**src/hdl/tmpl_pkg.sv**
```systemverilog
package tmpl_pkg;

	// operand, product and accumulator widths of the shared multiply unit
	localparam int OP_W   = 33;
	localparam int PROD_W = 66;
	localparam int ACC_W  = 68;
	localparam int FRAC_W = 16;
	localparam int VERT_W = 10;
	localparam int TRI_W  = 3 * VERT_W;
	localparam int CNT_W  = 12;

	typedef enum logic [1:0] {
		REQ_NODE   = 2'd0,
		REQ_TRI    = 2'd1,
		REQ_LOCATE = 2'd2,
		REQ_EDGE   = 2'd3
	} req_t;

	typedef enum logic [3:0] {
		ST_IDLE,
		ST_TRI_RD,
		ST_NODE_RD,
		ST_NODE_CAP,
		ST_CALC,
		ST_CHECK_S,
		ST_CHECK_T,
		ST_DIV,
		ST_DONE
	} state_t;

	typedef struct packed {
		logic mul_en;
		logic acc_ld;
	} mac_ctl_t;

	// (i+1)%3
	function automatic logic [1:0] next3(input logic [1:0] i);
		logic [1:0] r;
		case (i)
			2'd0: r = 2'd1;
			2'd1: r = 2'd2;
			default: r = 2'd0;
		endcase
		return r;
	endfunction

	// (i+2)%3
	function automatic logic [1:0] prev3(input logic [1:0] i);
		logic [1:0] r;
		case (i)
			2'd0: r = 2'd2;
			2'd1: r = 2'd0;
			default: r = 2'd1;
		endcase
		return r;
	endfunction

endpackage

```
**src/hdl/tmpl_mac.sv**
```systemverilog
module tmpl_mac import tmpl_pkg::*; (
	input  logic                    clk,
	input  mac_ctl_t                ctl,
	input  logic signed [OP_W-1:0]  op_a,
	input  logic signed [OP_W-1:0]  op_b,
	output logic signed [ACC_W-1:0] diff
);

	logic signed [PROD_W-1:0] prod_s1;
	logic signed [ACC_W-1:0]  acc_q;
	logic signed [ACC_W-1:0]  prod_ext;

	always_ff @(posedge clk) begin
		if (ctl.mul_en) begin
			prod_s1 <= op_a * op_b;
		end
		if (ctl.acc_ld) begin
			acc_q <= prod_ext;
		end
	end

	assign prod_ext = {{(ACC_W - PROD_W){prod_s1[PROD_W-1]}}, prod_s1};
	// first product minus second product
	assign diff = acc_q - prod_ext;

endmodule

```
**config.mk**
```make
export PLATFORM = sky130hd
export DESIGN_NAME = tmpl_mac
export DESIGN_NICKNAME = d
export VERILOG_FILES = /design/src/hdl/tmpl_pkg.sv /design/src/hdl/tmpl_mac.sv
export SDC_FILE = /design/constraint.sdc
export NUM_CORES = 2
export LEC_CHECK = 0
export ABC_AREA = 1
export ABC_CLOCK_PERIOD_IN_PS = 20200
export BUFFER_PORTS_ARGS = -buffer_cell sky130_fd_sc_hd__buf_2
export CAP_MARGIN = 20
export CORE_AREA = 2 2 275 277
export CTS_BUF_LIST = sky130_fd_sc_hd__clkbuf_4 sky130_fd_sc_hd__clkbuf_8 sky130_fd_sc_hd__clkbuf_16
export DETAILED_ROUTE_END_ITERATION = 10
export DIE_AREA = 0 0 277 279
export PLACE_DENSITY = 0.87
export SKIP_LAST_GASP = 1
export SLEW_MARGIN = 20
export SYNTH_ARGS = -nofsm -noshare
export SYNTH_HDL_FRONTEND = slang
export SYNTH_SLANG_ARGS = --single-unit
```
**constraint.sdc**
```tcl
create_clock -name clk -period 20.2 [get_ports clk]
set_input_delay 1.01 -clock clk [delete_from_list [all_inputs] [get_ports clk]]
set_output_delay 1.01 -clock clk [all_outputs]
set_load 0.05 [all_outputs]
```
==> metrics list <==
- The net count of the finished layout is 8,190.
* Worst Path Required: 20.38 ns
- Post-layout minimum cycle time: 8.69 ns
- In this run the cell area measured after placement is 52,500 um^2.
- # setup viols final: 0
- After synthesis, the largest family of logic cells by area is adder cells.
- Counting along the longest clock path gives a buffer depth of 2.
- Adder and majority gate portion of the synthesized area: 51.5%
- Measured slew at the worst slew-check pin: 1.07 ns
- Number of antenna violations at the first check in global routing: 2
- Clk_lat worst skew: 0.43 ns
* Endpoint, Worst Hold: acc_q[9]
- Compared with the post-synthesis result, the final layout area differs by 3.16%.
- The synthesized netlist devotes 2.69% of its cell area to compound gates.
- Total length of routed wires: 147,000 um
- On the final layout, the worst hold slack is 0.443 ns.
- CTS HTree Levels: 4
* Fraction of the yosys area taken by sequential cells: 7.71%
- The worst register-to-register path ends at acc_q[50].
* Fraction of layout cells with a size suffix above 1: 4.06%
- Once detailed placement completed, the half-perimeter wirelength came to 123,000 um.
- The floorplan step set the die width to 277 um.
* Cell count of the worst hold path: 0
* EDFF count, synth: 132
- Clock tree synthesis selected as its root buffer the cell clkbuf_16.
* Number of input and output port buffers inserted: 136
- The largest single stage delay on the critical path is 0.79 ns.
- Synth Area in XOR/XNOR: 1.24%
- Timing analysis after detailed placement gives a worst setup slack of 11.08 ns.
- Post-cts gate resize count: 0
* Routed len/inst: 19.1 um
- Max-cap violations in this run came to 0.
- Cell Rows: 100
* Achievable clock frequency: 115 MHz
- Total number of clock tree sinks: 132
* Hold buffer count at cts: 0
* Count of vias placed by the detailed router: 42,616
* Critical-path maximum fanout: 33
- Vias in the first global route: 46,953
* Category of the worst setup path launch point: input port
- Setup ws final: 11.51 ns
- DRC marker count from the first detailed-route iteration: 3,785
* Critical path class: input port to flop
- The final number of max-transition violations came to 0.
- The most used flip-flop cell after synthesis is edfxtp_1.
* Remaining Overflow, GRT: 0
* TNS Setup: 0 ns
* Die ar.: 77,300 um^2
- Setup repair after global routing missed its margin: no
- Post-CTS timing repair inserted 0 buffers for setup.
- In this run the most critical hold path is launched from prod_s1[9].
- Multiplexer fraction of the synthesized cell area: 0%
- The netlist uses 38 different library cells.
* Critical Path Slowest Stage Cell: fa_1
- Synth Warn #: 0
- Of all flip-flops after synthesis, the portion carrying an async set or reset was 0%.
- After clock tree synthesis, the clock-pin slew on the worst setup and hold paths is 0.08 ns.
- Post-route clock skew: 0.0178 ns
- Maximum number of pins on one net before global-route repair: 67
* DRC violations left: 0
- Final instance area: 53,100 um^2
* Worst Setup End Kind: flop
- The floorplan step defined a core boundary enclosing 74,100 um^2.
- Post-synth design cell area: 51,400 um^2
- Run status: finished, final reports clean
- First-pass iteration count of the detailed router: 6
* Path type of the worst min-delay path: flop to flop
- Wire length of the first global-routing pass: 241,000 um
- Leaving out fill and tap cells, the most frequent cells in the layout are inv_1, nand2_1, fa_1, ha_1, nor2_1.
- In this run the register-to-register setup slack is 19.36 ns.
- Clock tree from TritonCTS: built
* Number of buffers inserted during clock tree synthesis: 17
- The die is 279 um tall.
- Final cycle utilization of the critical path: 43.0%
- Basic-gate share of the synthesized area counting and, or, nand and nor cells: 19.4%
* Reg2Reg Launch Point: prod_s1[50]
* Vias/cell: 5.55
- In the synthesized netlist, the number of instances is 6,780.
- Max-Slew Margin vs Limit: 28.8%
* Depth of the worst register-to-register path: 0
- Flops & latches, synth: 132
- For this configuration, the core starts out at a cell density of 69.5%.
- Tot GR Track Use: 39.9%
- Number of primary I/O pins: 137
- Final hold violations: 0
* Syn nets: 8,278
* Antenna viol nets, final: 0
* Mean instance size in the synthesized netlist: 7.59 um^2
- Leading cell type in the layout, fill and taps excluded: inv_1
- Routability cong.: 1.05
* Signal arrival time at the worst endpoint: 8.87 ns
==> sequential cells by signal, indices dropped and copies added (netlist names) <==
name / count
prod_s1: 66
acc_q: 66
==> metal layers <==
layer  routed length (um)  vias up  share of wire, %  track usage (%)
met2                70900     2570                48             68.2
met5                    0        -                 0                0
met1                53200    20639                36             49.7
met3                14400      626               9.8             6.59
met4                 8140        0               5.6             19.5
li1                     -    18781                 -                -
==> metrics by stage <==
step | instances | utilization, %
after detailed placement | 7642 | 70.9
after global routing | 7676 | 71.6
after global placement | 7642 | 70.9
final | 7676 | 71.6
after CTS | 7674 | 71.6
after floorplan | 6780 | -
==> logic make-up (layout without fill, tap and decap cells) <==
logic type,after synthesis,count (layout)
simple gates,2499,2499
fa+ha+maj,1429,1429
other cells,0,2
compound gates,249,249
buf+inv,2398,2323
xor+xnor,73,73
flops,132,132
==> how the worst max path moves through the flow <==
stage                             end  startpoint  slack [ns]  cells past startpoint
after floorplan           prod_s1[64]    op_a[32]       12.20                     27
after global placement    prod_s1[52]    op_a[32]       11.29                     25
after detailed placement  prod_s1[52]    op_a[32]       11.08                     25
after CTS                 prod_s1[60]    op_a[32]       11.48                     25
after global routing      prod_s1[61]    op_a[32]       11.10                     25
final                     prod_s1[52]    op_a[32]       11.51                     27
==> area by class of cell <==
cell class                 instances  area (um^2)
fill                            5686        21000
tap                              969         1210
antenna                            2         5.00
timing repair buffer             157          838
clock buffer                      17          425
multi-input combinational       4250        38500
sequential                       132         3960
inverter                        2134         8010
clock inverter                    15          138
==> cells in the mapped netlist, types with 2 or more instances <==
library cell	n	share of area (%)
inv_1	2127	16
nand2_1	1949	14
fa_1	1146	45
ha_1	283	6.9
nor2_1	279	2.0
clkbuf_1	263	1.9
a21oi_1	140	1.4
edfxtp_1	132	7.7
nand3_1	132	1.3
xor2_1	65	1.1
o21ai_0	55	0.54
nand4_1	38	0.46
o21bai_1	38	0.55
nand2_2	35	0.43
nor3_1	16	0.16
nor2_2	10	0.12
or2_2	8	0.097
xnor2_1	8	0.14
nor4_1	7	0.085
nand2_4	6	0.13
a21oi_2	5	0.085
nor2_4	5	0.11
nor3_2	5	0.097
inv_2	4	0.029
clkinv_1	3	0.022
nand3_2	3	0.058
o21a_1	3	0.044
a21o_1	2	0.029
a31oi_1	2	0.024
and2_1	2	0.024
nand3b_1	2	0.029
==> critical path, delay by kind of cell <==
kind	cells	cell delay (ns)
fa+ha+maj	9	4.63
buf+inv	9	1.82
simple gates	8	1.28
compound gates	1	0.12
Power is left out: the tool's default activity adds up to more than one toggle a clock period on the data nets, which glitch-free logic cannot reach.
